## src/hdl/nsc_pkg.sv

```systemverilog
package nsc_pkg;

	// Verdict codes carried on the result channel
	typedef enum logic [1:0] {
		VERDICT_INVALID = 2'd0,
		VERDICT_INTEGER = 2'd1,
		VERDICT_DECIMAL = 2'd2
	} verdict_t;

	// Character classes seen by the flag tracker
	typedef enum logic [2:0] {
		CLS_END,
		CLS_SPACE,
		CLS_SIGN,
		CLS_DOT,
		CLS_ZERO,
		CLS_NONZERO,
		CLS_OTHER
	} char_class_t;

	// Per-string parsing flags
	typedef struct packed {
		logic at_first;
		logic leading_zone;
		logic trailing_space;
		logic sign_pending;
		logic dot_seen;
		logic nonzero_fraction;
		logic rejected;
	} flags_t;

	localparam flags_t FLAGS_RESET = '{
		at_first:         1'b1,
		leading_zone:     1'b0,
		trailing_space:   1'b0,
		sign_pending:     1'b0,
		dot_seen:         1'b0,
		nonzero_fraction: 1'b0,
		rejected:         1'b0
	};

	localparam logic [7:0] CH_NUL   = 8'h00;
	localparam logic [7:0] CH_SPACE = 8'h20;
	localparam logic [7:0] CH_TAB   = 8'h09;
	localparam logic [7:0] CH_LF    = 8'h0A;
	localparam logic [7:0] CH_CR    = 8'h0D;
	localparam logic [7:0] CH_PLUS  = 8'h2B;
	localparam logic [7:0] CH_MINUS = 8'h2D;
	localparam logic [7:0] CH_DOT   = 8'h2E;
	localparam logic [7:0] CH_ZERO  = 8'h30;
	localparam logic [7:0] CH_ONE   = 8'h31;
	localparam logic [7:0] CH_NINE  = 8'h39;

	// Map one byte onto its character class
	function automatic char_class_t classify(input logic [7:0] ch);
		char_class_t cls;
		cls = CLS_OTHER;
		case (ch) inside
			CH_NUL:                         cls = CLS_END;
			CH_SPACE, CH_TAB, CH_LF, CH_CR: cls = CLS_SPACE;
			CH_PLUS, CH_MINUS:              cls = CLS_SIGN;
			CH_DOT:                         cls = CLS_DOT;
			CH_ZERO:                        cls = CLS_ZERO;
			[CH_ONE:CH_NINE]:               cls = CLS_NONZERO;
			default:                        cls = CLS_OTHER;
		endcase
		return cls;
	endfunction

endpackage

```

## src/hdl/nsc_track.sv

```systemverilog
module nsc_track (
	input  logic              clk,
	input  logic              arst_n,
	input  logic              take,
	input  logic [7:0]        symbol,
	output logic              is_end,
	output nsc_pkg::verdict_t verdict
);

	nsc_pkg::flags_t      flags_q;
	nsc_pkg::flags_t      flags_next;
	nsc_pkg::char_class_t cls;
	logic                 open_zone;

	assign cls    = nsc_pkg::classify(symbol);
	assign is_end = (cls == nsc_pkg::CLS_END);

	// Form the verdict from the flags in force when the terminator arrives
	always_comb begin
		if (flags_q.rejected || flags_q.at_first || flags_q.sign_pending) begin
			verdict = nsc_pkg::VERDICT_INVALID;
		end else if (flags_q.dot_seen && flags_q.nonzero_fraction) begin
			verdict = nsc_pkg::VERDICT_DECIMAL;
		end else begin
			verdict = nsc_pkg::VERDICT_INTEGER;
		end
	end

	// Advance the flags by one character
	always_comb begin
		open_zone  = flags_q.at_first || flags_q.leading_zone;
		flags_next = flags_q;
		if (is_end) begin
			flags_next = nsc_pkg::FLAGS_RESET;
		end else if (!flags_q.rejected) begin
			flags_next.at_first     = 1'b0;
			flags_next.leading_zone = open_zone;
			case (cls)
				nsc_pkg::CLS_SPACE: begin
					if (!open_zone) flags_next.trailing_space = 1'b1;
				end
				nsc_pkg::CLS_SIGN: begin
					if (!open_zone) begin
						flags_next.rejected = 1'b1;
					end else begin
						flags_next.leading_zone   = 1'b0;
						flags_next.trailing_space = 1'b0;
						flags_next.sign_pending   = 1'b1;
					end
				end
				nsc_pkg::CLS_DOT: begin
					if (flags_q.dot_seen) flags_next.rejected = 1'b1;
					else flags_next.dot_seen = 1'b1;
				end
				nsc_pkg::CLS_ZERO, nsc_pkg::CLS_NONZERO: begin
					if (cls == nsc_pkg::CLS_NONZERO && flags_q.dot_seen) begin
						flags_next.nonzero_fraction = 1'b1;
					end
					flags_next.sign_pending = 1'b0;
					flags_next.leading_zone = 1'b0;
					if (flags_q.trailing_space) flags_next.rejected = 1'b1;
				end
				default: begin
					flags_next.rejected = 1'b1;
				end
			endcase
		end
	end

	// Hold the flags until a character is consumed
	always_ff @(posedge clk or negedge arst_n) begin
		if (!arst_n) begin
			flags_q <= nsc_pkg::FLAGS_RESET;
		end else if (take) begin
			flags_q <= flags_next;
		end
	end

endmodule

```

## src/hdl/numeric_string_classifier_top.sv

```systemverilog
// Channel  | Direction | Handshake           | Payload
// input    | in        | in_valid, in_stall  | symbol[7:0]
// result   | out       | out_valid, out_stall| verdict[1:0]
//
// One character is taken per cycle while in_stall is low; a verdict becomes
// valid once its terminator has passed the input register, then the result register.
// Only a terminator produces a result transaction; other characters only
// update the flags as they leave the input register.
// Reset clears the flags to the start-of-string state and empties both registers.
// in_stall rises only when a terminator waits in the input register while an
// unaccepted verdict is stalled in the result register.
module numeric_string_classifier_top (
	input  logic       clk,
	input  logic       arst_n,
	input  logic       in_valid,
	output logic       in_stall,
	input  logic [7:0] symbol,
	output logic       out_valid,
	input  logic       out_stall,
	output logic [1:0] verdict
);

	logic              valid_s1;
	logic [7:0]        symbol_s1;
	logic              is_end;
	logic              out_free;
	logic              advance;
	nsc_pkg::verdict_t verdict_comb;
	nsc_pkg::verdict_t verdict_q;

	nsc_track u_track (
		.clk     (clk),
		.arst_n  (arst_n),
		.take    (advance),
		.symbol  (symbol_s1),
		.is_end  (is_end),
		.verdict (verdict_comb)
	);

	// Drain the input register unless a terminator meets a full, stalled output
	assign out_free = !out_valid || !out_stall;
	assign advance  = valid_s1 && (!is_end || out_free);
	assign in_stall = valid_s1 && !advance;

	// Input register
	always_ff @(posedge clk or negedge arst_n) begin
		if (!arst_n) begin
			valid_s1 <= 1'b0;
		end else if (!in_stall) begin
			valid_s1 <= in_valid;
		end
	end

	always_ff @(posedge clk) begin
		if (!in_stall && in_valid) begin
			symbol_s1 <= symbol;
		end
	end

	// Result register
	always_ff @(posedge clk or negedge arst_n) begin
		if (!arst_n) begin
			out_valid <= 1'b0;
		end else if (out_free) begin
			out_valid <= advance && is_end;
		end
	end

	always_ff @(posedge clk) begin
		if (out_free && advance && is_end) begin
			verdict_q <= verdict_comb;
		end
	end

	assign verdict = verdict_q;

endmodule

```

## config.mk

```make
export PLATFORM = sky130hd
export DESIGN_NAME = numeric_string_classifier_top
export DESIGN_NICKNAME = d
export VERILOG_FILES = /design/src/hdl/nsc_pkg.sv /design/src/hdl/nsc_track.sv /design/src/hdl/numeric_string_classifier_top.sv
export SDC_FILE = /design/constraint.sdc
export NUM_CORES = 1
export LEC_CHECK = 0
export BUFFER_PORTS_ARGS = -buffer_cell sky130_fd_sc_hd__buf_2
export CAP_MARGIN = 20
export CORE_ASPECT_RATIO = 1.4
export CORE_UTILIZATION = 60
export DETAILED_ROUTE_END_ITERATION = 8
export PLACE_DENSITY_LB_ADDON = 0.05
export SLEW_MARGIN = 15
export SYNTH_ARGS = -nofsm -noshare
export SYNTH_HDL_FRONTEND = slang
export SYNTH_HIERARCHICAL = 1
export SYNTH_SLANG_ARGS = --single-unit
```

## constraint.sdc

```tcl
create_clock -name clk -period 3.3 [get_ports clk]
set_clock_uncertainty 0.05 [all_clocks]
set_input_delay 0.33 -clock clk [delete_from_list [all_inputs] [get_ports clk]]
set_output_delay 0.33 -clock clk [all_outputs]
set_load 0.01 [all_outputs]
```

==> impl_metrics.py, run 1 <==
metrics = {
    "run_status": {
        "status": "completed",
    },
    "layout": {
        "fillers": 147,
        "final_common_cell": "buf_2",
        "syn2layout_area_growth_pct": 6.26,
        "ff_latch_area_um2": 527,
        "final_cell_mix": "15 x buf_2, 10 x edfxtp_1, 8 x inv_1, 8 x nand2_1, 8 x dfrtp_1",
        "layout.nets": 134,
        "final_design_area_no_fill_um2": 1230,
        "diodes": 0,
        "layout-drive-gt1-share_pct": 28.1,
        "multi_input_area_um2": 537,
    },
    "setup_path": {
        "worstPathMaxFanout": 11,
        "crit_buf_inv": 2,
        "reg2reg_from": "symbol_s1[3]$_DFFE_PP_",
        "worstPathArrival_ns": 2.20,
        "path_class": "reg2out",
        "ff2ff_path_depth": 7,
        "crit_chain": "or4_4 > nor3_4 > nand4_2 > inv_1 > buf_2",
        "crit_end": "in_stall",
        "path_depth": 5,
        "reg2reg_to": "u_track/flags_q[4]$_DFFE_PN0P_",
        "start_kind": "flip-flop",
        "required_ns": 2.92,
        "cp-startpoint": "symbol_s1[3]$_DFFE_PP_",
        "rrSetupSlack_ns": 0.77,
        "critPathTopFamily": "simple AND/OR/NAND/NOR gates",
        "crit_path_max_incr_delay_ns": 0.61,
        "slowest_stage": "or4_4",
        "endpoint_kind": "output port",
    },
    "synth": {
        "synth_area_um2": 1160,
        "synth_edf_count": 10,
        "ys_types": 51,
        "synth-seq-cells": 19,
        "ys_seq_area_share_pct": 45.5,
        "syn_area_per_cell_um2": 10.7,
        "ys_warn_count": 6,
        "ys.flop_type": "edfxtp_1",
        "ys_async_sr_fraction_pct": 47.4,
        "synthCells": 108,
        "syn_nets": 120,
    },
    "global_route": {
        "antenna_found_initial": 0,
        "grt_max_degree": 12,
        "grt_pass1_wl_um": 3330,
        "globalRoute.totalOverflow": 0,
        "grt_usage_pct": 23.6,
        "grt_pass1_vias": 805,
    },
    "timing": {
        "fin_crit_sh_pct": 78.3,
        "rsz0062_at_grt": "false",
        "drv_slew": 0,
        "worst_slack_ns": 0.717,
        "fmax_ghz": 0.387,
        "finalSetupViolCount": 0,
        "hold_viol_final": 0,
        "fin_tns_setup_ns": 0,
        "period_needed_ns": 2.58,
        "max-slew-margin-rel_pct": 60.2,
        "worstMarginPinSlew_ns": 0.594,
    },
    "cts": {
        "cts.path.max_buffers": 2,
        "clock_latency_ns": 0.30,
        "h-tree-depth": 1,
        "cts-buffers-inserted": 3,
        "clk_pin_slew_ns": 0.11,
        "cts.sinks": 19,
        "cts_tree": "yes",
        "cts-root-buf": "clkbuf_4",
    },
    "placed_design": {
        "gp_congestion": 0.820,
        "dp_hpwl_um": 1690,
        "port_buffers": 15,
        "post-place-ws_ns": 0.792,
        "placed_area_um2": 1190,
    },
    "floorplan": {
        "io-pin-count": 16,
        "die_area_um2": 2110,
        "fp-row-count": 18,
        "core-area_um2": 1780,
        "die_h_um": 54.0,
        "initial_core_util_pct": 65.1,
        "die_w_um": 39.1,
    },
    "job": {
        "maxCapViolCount": 0,
    },
    "hold_path": {
        "hp-start": "symbol[4]",
        "min_path_type": "in2reg",
    },
    "power": {
        "leakage_nw": 0.520,
        "pwr_density_cell_nw_per_um2": 347,
        "peakVddDrop_mv": 0.367,
    },
    "detailed_routing": {
        "first_iter_violations": 35,
        "drt_wl_total_um": 2210,
        "vias": 895,
        "ant_nets": 0,
        "dr.pass1.iters": 4,
        "post_drt_wl_per_cell_um": 15.6,
        "drc": 0,
        "via_per_inst": 6.35,
    },
}
==> power by group <==
group / switching, mW / internal (mW) / leakage (nW)
clock: 0.0691 / 0.0451 / 0.0177
sequential: 0.0122 / 0.259 / 0.205
combinational: 0.0215 / 0.0202 / 0.297
total: 0.103 / 0.324 / 0.520
==> cells in the mapped netlist, drive strengths merged (2+ instances only) <==
library cell,count,area [µm²]
buf,3,30.0
nor3b,2,15.0
a21oi,5,25.0
nor3,5,36.3
edfxtp,10,300
and3b,2,18.8
inv,8,30.0
nand2,8,30.0
nand2b,2,12.5
dfrtp,8,200
and2b,2,17.5
o211ai,3,22.5
xnor2,2,17.5
nor2,6,22.5
a31oi,2,12.5
o21ai,6,30.0
o41ai,3,41.3
clkbuf,3,22.5
a211oi,2,20.0
nor4,2,12.5
==> through the flow <==
step,power [mW],std cells,hold slack [ns],utilization (%)
after floorplan,0.305,108,-0.0156,-
after global placement,0.315,136,0.138,67.1
after detailed placement,0.317,136,0.145,67.1
after CTS,0.433,141,0.138,69.2
after global routing,0.447,141,0.128,69.2
final,0.427,141,0.151,69.2
==> how the worst min path moves through the flow <==
stage / depth (start not counted) / slack (ns) / endpoint
5_1_grt: 1 / 0.13 / symbol_s1[4]$_DFFE_PP_
2_1_floorplan: 0 / -0.02 / out_valid$_DFFE_PN0P_
3_5_place_dp: 1 / 0.14 / u_track/flags_q[1]$_DFFE_PN0P_
3_3_place_gp: 1 / 0.14 / u_track/flags_q[3]$_DFFE_PN0P_
6_report: 1 / 0.15 / symbol_s1[4]$_DFFE_PP_
4_1_cts: 1 / 0.14 / symbol_s1[4]$_DFFE_PP_
==> routing by layer <==
metal | up-vias | track usage [%] | part of all wire [%]
met4 | 0 | 10.9 | 1.8
met5 | - | 0 | 0
met2 | 42 | 41.1 | 53
li1 | 434 | - | -
met1 | 414 | 26.2 | 41
met3 | 5 | 5.79 | 4.2
==> registers in the layout (all words and copies together) (netlist names) <==
register         count
out_valid            1
symbol_s1            8
verdict              2
valid_s1             1
u_track/flags_q      7
==> area by class of cell <==
class | count | share of cell area, %
Multi-Input combinational cell | 74 | 43.6
Sequential cell | 19 | 42.8
Timing Repair Buffer | 16 | 6.91
Inverter | 8 | 2.44
Tap cell | 20 | 2.03
Clock buffer | 3 | 1.83
Clock inverter | 1 | 0.407
==> timing repair <==
item                      in CTS  in global routing
hold endpoints to repair       8                  0
resized for setup              0                  0
buffers inserted               0                  0
hold buffers                   1                  0
==> cell families after synthesis <==
| group | synth area share, % |
|---|---|
| flops | 45.5 |
| xor+xnor | 1.51 |
| compound gates | 19.4 |
| buf+inv | 8.21 |
| simple gates | 25.4 |
Note: power is estimated with default switching activity, not from simulation.
==> inputs of run 2 (changes only) <==
--- a/config.mk
+++ b/config.mk
@@ -8,7 +8,7 @@
 export BUFFER_PORTS_ARGS = -buffer_cell sky130_fd_sc_hd__buf_2
 export CAP_MARGIN = 20
 export CORE_ASPECT_RATIO = 1.4
-export CORE_UTILIZATION = 60
+export CORE_UTILIZATION = 50
 export DETAILED_ROUTE_END_ITERATION = 8
 export PLACE_DENSITY_LB_ADDON = 0.05
 export SLEW_MARGIN = 15
==> constraint.sdc (replaced) <==
create_clock -name clk -period 2.35 [get_ports clk]
set_clock_uncertainty 0.05 [all_clocks]
set_input_delay 0.235 -clock clk [delete_from_list [all_inputs] [get_ports clk]]
set_output_delay 0.235 -clock clk [all_outputs]
set_load 0.01 [all_outputs]
==> run 2 against run 1 <==
Net effect:
- largest cell class unchanged
- sequential power rose by 37%
- via count fell by 0.11%
- critical path depth rose by 2
- global-route usage fell by 4.4 points
- wire length fell by 4.6%
- sequential share of layout area fell by 1.6 points
- combinational power rose by 75%
- core utilization fell by 10 points
- first-iteration DRC count fell by 31%
- count of clock-buffer cells in the layout did not move
- worst hold slack got worse by 0.078 ns
- largest power group unchanged
- flip-flop and latch count did not move
==> impl_metrics.py, run 2 (synthesis gave the netlist of run 1 again) <==
metrics = {
    "setup_path": {
        "ff2ff_path_depth": 7,
        "cp-startpoint": "symbol_s1[7]$_DFFE_PP_",
        "worstPathMaxFanout": 7,
        "crit_end": "u_track/flags_q[4]$_DFFE_PN0P_",
        "path_class": "reg2reg",
        "start_kind": "flip-flop",
        "rrSetupSlack_ns": 0.24,
        "crit_path_max_incr_delay_ns": 0.51,
        "endpoint_kind": "flip-flop",
        "required_ns": 2.47,
        "crit_chain": "or3_1 > nor3_4 > a31oi_1 > o41ai_2 > nor2_1 > nand4bb_1 > o311ai_1",
        "reg2reg_from": "symbol_s1[7]$_DFFE_PP_",
        "reg2reg_to": "u_track/flags_q[4]$_DFFE_PN0P_",
        "worstPathArrival_ns": 2.23,
        "slowest_stage": "or3_1",
    },
    "timing": {
        "drv_slew": 0,
        "finalSetupViolCount": 0,
        "hold_viol_final": 0,
        "fin_crit_sh_pct": 89.8,
        "fin_tns_setup_ns": 0,
        "rsz0062_at_grt": "false",
        "worstMarginPinSlew_ns": 0.614,
        "fmax_ghz": 0.474,
        "max-slew-margin-rel_pct": 58.9,
        "period_needed_ns": 2.11,
    },
    "cts": {
        "clock_latency_ns": 0.29,
        "cts-root-buf": "clkbuf_4",
        "h-tree-depth": 1,
        "clk_pin_slew_ns": 0.11,
        "cts_tree": "yes",
        "cts_resized": 0,
        "cts.sinks": 19,
        "cts-buffers-inserted": 3,
        "cts.path.max_buffers": 2,
    },
    "detailed_routing": {
        "via_per_inst": 6.00,
        "post_drt_wl_per_cell_um": 14.1,
        "vias": 894,
        "drc": 0,
        "dr.pass1.iters": 4,
        "ant_nets": 0,
        "first_iter_violations": 24,
        "drt_wl_total_um": 2100,
    },
    "layout": {
        "fillers": 201,
        "final_design_area_no_fill_um2": 1280,
        "regMostFlops": "symbol_s1",
        "final_cell_mix": "15 x buf_2, 10 x edfxtp_1, 8 x inv_1, 8 x nand2_1, 8 x dfrtp_1",
        "largest_register_ffs": 8,
        "final_common_cell": "buf_2",
        "diodes": 0,
        "layout.nets": 140,
        "syn2layout_area_growth_pct": 10.4,
        "layout-drive-gt1-share_pct": 31.5,
    },
    "placed_design": {
        "dp_hpwl_um": 1670,
        "placed_area_um2": 1240,
        "port_buffers": 15,
        "gp_congestion": 0.825,
    },
    "floorplan": {
        "initial_core_util_pct": 53.2,
        "die_h_um": 59.0,
        "die_w_um": 42.7,
        "io-pin-count": 16,
        "die_area_um2": 2520,
        "fp-row-count": 20,
        "core-area_um2": 2180,
    },
    "run_status": {
        "status": "completed",
    },
    "global_route": {
        "globalRoute.totalOverflow": 0,
        "grt_pass1_wl_um": 3650,
        "grt_max_degree": 12,
        "grt_pass1_vias": 843,
        "antenna_found_initial": 0,
        "grt_usage_pct": 19.2,
    },
    "power": {
        "peakVddDrop_mv": 0.329,
        "leakage_nw": 0.550,
        "pwr_density_cell_nw_per_um2": 469,
    },
    "hold_path": {
        "min_path_type": "in2reg",
    },
    "job": {
        "maxCapViolCount": 0,
    },
}
run 2: cell types whose count changed in the layout (fill, tap and decap cells not counted), sizes merged:
cell  previous run  this run
buf             15        21
run 2: area by class of cell:
cell class                 instances  area (µm²)  share of cell area [%]
clock buffer                       3        22.5                    1.76
clock inverter                     1        5.00                   0.391
inverter                           8        30.0                    2.35
multi-input combinational         74         537                    42.0
sequential                        19         527                    41.2
tap                               22        27.5                    2.15
timing repair buffer              22         130                    10.2
run 2: metal layers:
layer  global-route usage [%]  up-vias  share of wire (%)
li1                         -      448                  -
met1                     24.1      427                 47
met2                     32.9       17                 50
met3                     2.76        2                2.2
met4                     8.04        0               0.81
met5                        0        -                  0
run 2: worst min-delay path by stage:
stage / startpoint / endpoint / cells after the start
floorplan: arst_n / out_valid$_DFFE_PN0P_ / 0
global placement: arst_n / u_track/flags_q[3]$_DFFE_PN0P_ / 1
detailed placement: arst_n / u_track/flags_q[1]$_DFFE_PN0P_ / 1
CTS: symbol[0] / symbol_s1[0]$_DFFE_PP_ / 1
global route: symbol[4] / symbol_s1[4]$_DFFE_PP_ / 1
finish: symbol[5] / symbol_s1[5]$_DFFE_PP_ / 1
run 2: critical path, delay by kind of cell, from the launching register on:
family | cells | cell delay, ns
AOI/OAI and AO/OA | 3 | 0.56
and+or+nand+nor | 4 | 0.98
DFF | 1 | 0.42
run 2: metrics by stage:
stage	utilization, %	cells	hold WS [ns]	worst slack [ns]	power [mW]
2_1_floorplan	-	108	-0.111	0.168	0.428
3_5_place_dp	57.0	144	0.0436	0.257	0.451
3_3_place_gp	57.0	144	0.0469	0.321	0.449
5_1_grt	58.7	149	0.0522	0.0456	0.631
6_report	58.7	149	0.0731	0.239	0.600
4_1_cts	58.7	149	0.0610	0.242	0.609
run 2: what timing repair did:
item | CTS | global route
hold buffers | 1 | 0
hold endpoints to repair | 9 | 0
buffers inserted | 0 | 0
run 2: report_power, final:
| group | total (mW) | switching (mW) | internal, mW |
|---|---|---|---|
| clock network | 0.155 | 0.0916 | 0.0632 |
| registers | 0.372 | 0.00888 | 0.363 |
| logic | 0.0728 | 0.0387 | 0.0341 |
| total | 0.600 | 0.139 | 0.461 |
==> inputs of run 3 (changes only) <==
--- a/config.mk
+++ b/config.mk
@@ -5,10 +5,13 @@
 export SDC_FILE = /design/constraint.sdc
 export NUM_CORES = 1
 export LEC_CHECK = 0
-export BUFFER_PORTS_ARGS = -buffer_cell sky130_fd_sc_hd__buf_2
+export ABC_AREA = 1
+export BUFFER_PORTS_ARGS = -buffer_cell sky130_fd_sc_hd__buf_4
 export CAP_MARGIN = 20
+export CELL_PAD_IN_SITES_DETAIL_PLACEMENT = 1
+export CELL_PAD_IN_SITES_GLOBAL_PLACEMENT = 2
 export CORE_ASPECT_RATIO = 1.4
-export CORE_UTILIZATION = 50
+export CORE_UTILIZATION = 29
 export DETAILED_ROUTE_END_ITERATION = 8
 export PLACE_DENSITY_LB_ADDON = 0.05
 export SLEW_MARGIN = 15
==> run 3 against run 2 <==
Net effect:
- sequential power is 5% higher
- sequential share of layout area is 0.53 points higher
- synthesized cell count rose by 15%
- register-to-register slack gained 0.08 ns
- cell area fell by 1.3%
- via count fell by 4.4%
- fmax up 4.0%
- global-route usage decreased by 4.0 points
- worst setup slack better by 0.081 ns
- critical path type unchanged
- highest routed layer unchanged
==> impl_metrics.py, run 3 <==
metrics = {
    "synth": {
        "ys_warn_count": 6,
        "ys_async_sr_fraction_pct": 47.4,
        "syn_nets": 136,
        "ys_types": 22,
        "syn_area_per_cell_um2": 8.40,
        "synth_edf_count": 10,
        "synth-seq-cells": 19,
        "synth.top_cell.area_share_pct": 28.8,
        "yosysTopAreaCell": "edfxtp_1",
        "synth.most_common_cell": "nand2_1",
        "ys_seq_area_share_pct": 50.6,
        "ys.flop_type": "edfxtp_1",
        "synthCells": 124,
        "synth_area_um2": 1040,
        "synth_area_leaders": "edfxtp_1 29%, dfrtp_1 19%, nand2_1 10%",
        "synth_common_cells": "29 x nand2_1, 20 x inv_1, 10 x edfxtp_1, 10 x nand3_1, 9 x nor2_1",
    },
    "detailed_routing": {
        "post_drt_wl_per_cell_um": 13.0,
        "vias": 855,
        "via_per_inst": 4.65,
        "first_iter_violations": 9,
        "ant_nets": 0,
        "dr.pass1.iters": 3,
        "drc": 0,
        "drt_wl_total_um": 2400,
    },
    "cts": {
        "cts-root-buf": "clkbuf_8",
        "cts-buffers-inserted": 3,
        "h-tree-depth": 1,
        "clk_pin_slew_ns": 0.08,
        "cts.sinks": 19,
        "cts_tree": "yes",
        "cts_resized": 0,
        "cts.path.max_buffers": 2,
        "clock_latency_ns": 0.26,
    },
    "timing": {
        "hold_viol_final": 0,
        "worst_hold_slack_ns": 0.0996,
        "worstMarginPinSlew_ns": 0.687,
        "fmax_ghz": 0.493,
        "period_needed_ns": 2.03,
        "drv_slew": 0,
        "max-slew-margin-rel_pct": 54.0,
        "finalSetupViolCount": 0,
        "fin_tns_setup_ns": 0,
        "rsz0062_at_grt": "false",
        "fin_crit_sh_pct": 86.4,
    },
    "layout": {
        "regMostFlops": "symbol_s1",
        "final_cell_mix": "29 x nand2_1, 20 x inv_1, 15 x buf_4, 10 x nand3_1, 10 x edfxtp_1",
        "final_design_area_no_fill_um2": 1260,
        "final_common_cell": "nand2_1",
        "fillers": 411,
        "diodes": 0,
        "syn2layout_area_growth_pct": 21.3,
        "layout-drive-gt1-share_pct": 28.5,
        "ff_latch_area_um2": 527,
        "largest_register_ffs": 8,
        "layout.nets": 157,
        "multi_input_area_um2": 427,
        "fin_cells": 184,
    },
    "global_route": {
        "grt_pass1_wl_um": 4180,
        "antenna_found_initial": 0,
        "grt_max_degree": 13,
        "grt_usage_pct": 15.2,
        "globalRoute.totalOverflow": 0,
        "grt_pass1_vias": 955,
    },
    "setup_path": {
        "critPathTopFamily": "simple AND/OR/NAND/NOR gates",
        "endpoint_kind": "flip-flop",
        "worstPathMaxFanout": 6,
        "worstPathArrival_ns": 2.13,
        "rrSetupSlack_ns": 0.32,
        "crit_path_max_incr_delay_ns": 0.48,
        "start_kind": "flip-flop",
        "path_class": "reg2reg",
        "crit_buf_inv": 3,
        "required_ns": 2.45,
        "path_common_cell": "nand2_1",
        "crit_chain": "nor2_2 > nand2_2 > nor2_4 > nand3_2 > nand2_1 > inv_1 > nand2_1 > nand2_4 > nand2_2 > clkinv_2 > nand3_2 > nand2_1 > o21ai_1 > inv_1",
        "slowest_stage": "edfxtp_1",
    },
    "job": {
        "maxCapViolCount": 0,
    },
    "power": {
        "leakage_nw": 0.656,
        "total_power_uw": 700,
        "peakVddDrop_mv": 0.392,
        "pwr_density_cell_nw_per_um2": 555,
    },
    "run_status": {
        "status": "completed",
    },
    "placed_design": {
        "port_buffers": 15,
        "placed_area_um2": 1200,
        "dp_hpwl_um": 2030,
        "dp.cells": 179,
        "gp_congestion": 0.690,
    },
    "floorplan": {
        "core-area_um2": 3410,
        "die_area_um2": 3840,
        "fp-row-count": 25,
        "initial_core_util_pct": 30.5,
        "die_w_um": 52.6,
        "die_h_um": 72.9,
        "io-pin-count": 16,
    },
    "hold_path": {
        "min_path_type": "in2reg",
    },
}
==> run 3: final timing paths <==
path,start,to,cells after the start
worst max-delay path,symbol_s1[3]$_DFFE_PP_,u_track/flags_q[4]$_DFFE_PN0P_,14
worst min-delay path,symbol[6],symbol_s1[6]$_DFFE_PP_,1
worst max register to register,symbol_s1[3]$_DFFE_PP_,u_track/flags_q[4]$_DFFE_PN0P_,14
worst min register to register,u_track/flags_q[6]$_DFFE_PN1P_,u_track/flags_q[6]$_DFFE_PN1P_,2
max in group asynchronous,arst_n,u_track/flags_q[6]$_DFFE_PN1P_,2
min in group asynchronous,arst_n,valid_s1$_DFFE_PN0N_,2
==> run 3: layout make-up <==
type | instances | area share, %
multi-input combinational | 82 | 33.8
inverter | 23 | 6.94
tap | 40 | 3.96
clock inverter | 1 | 0.595
timing repair buffer | 16 | 9.71
sequential | 19 | 41.7
clock buffer | 3 | 3.27
==> run 3: logic make-up after synthesis <==
logic type,count (synthesis),share of synthesized area (%)
AOI/OAI and AO/OA,12,6.97
buffers and inverters,23,8.41
DFF,19,50.6
and+or+nand+nor,70,34.0
==> run 3: what timing repair did <==
| action | CTS | global route |
|---|---|---|
| buffers inserted | 0 | 0 |
| endpoints found under the hold margin | 9 | 0 |
| hold buffers | 1 | 0 |
==> run 3: per-stage QoR <==
stage,worst slack (ns),utilization (%)
6_report,0.320,37.0
5_1_grt,0.101,37.0
4_1_cts,0.251,37.0
3_5_place_dp,0.283,35.3
3_3_place_gp,0.319,35.3
2_1_floorplan,0.599,-
==> run 3: per-layer routing <==
| metal | share of wire, % | track usage, % | up-vias |
|---|---|---|---|
| met4 | 1.0 | 6.14 | 0 |
| met2 | 58 | 28.6 | 4 |
| met3 | 1.0 | 2.50 | 2 |
| li1 | - | - | 435 |
| met1 | 40 | 16.2 | 414 |
| met5 | 0 | 0 | - |
==> run 3: where the power goes <==
part | internal [mW] | switching (mW) | leakage [nW]
combinational | 0.0303 | 0.0487 | 0.438
clock | 0.119 | 0.113 | 0.0217
sequential | 0.373 | 0.0162 | 0.197
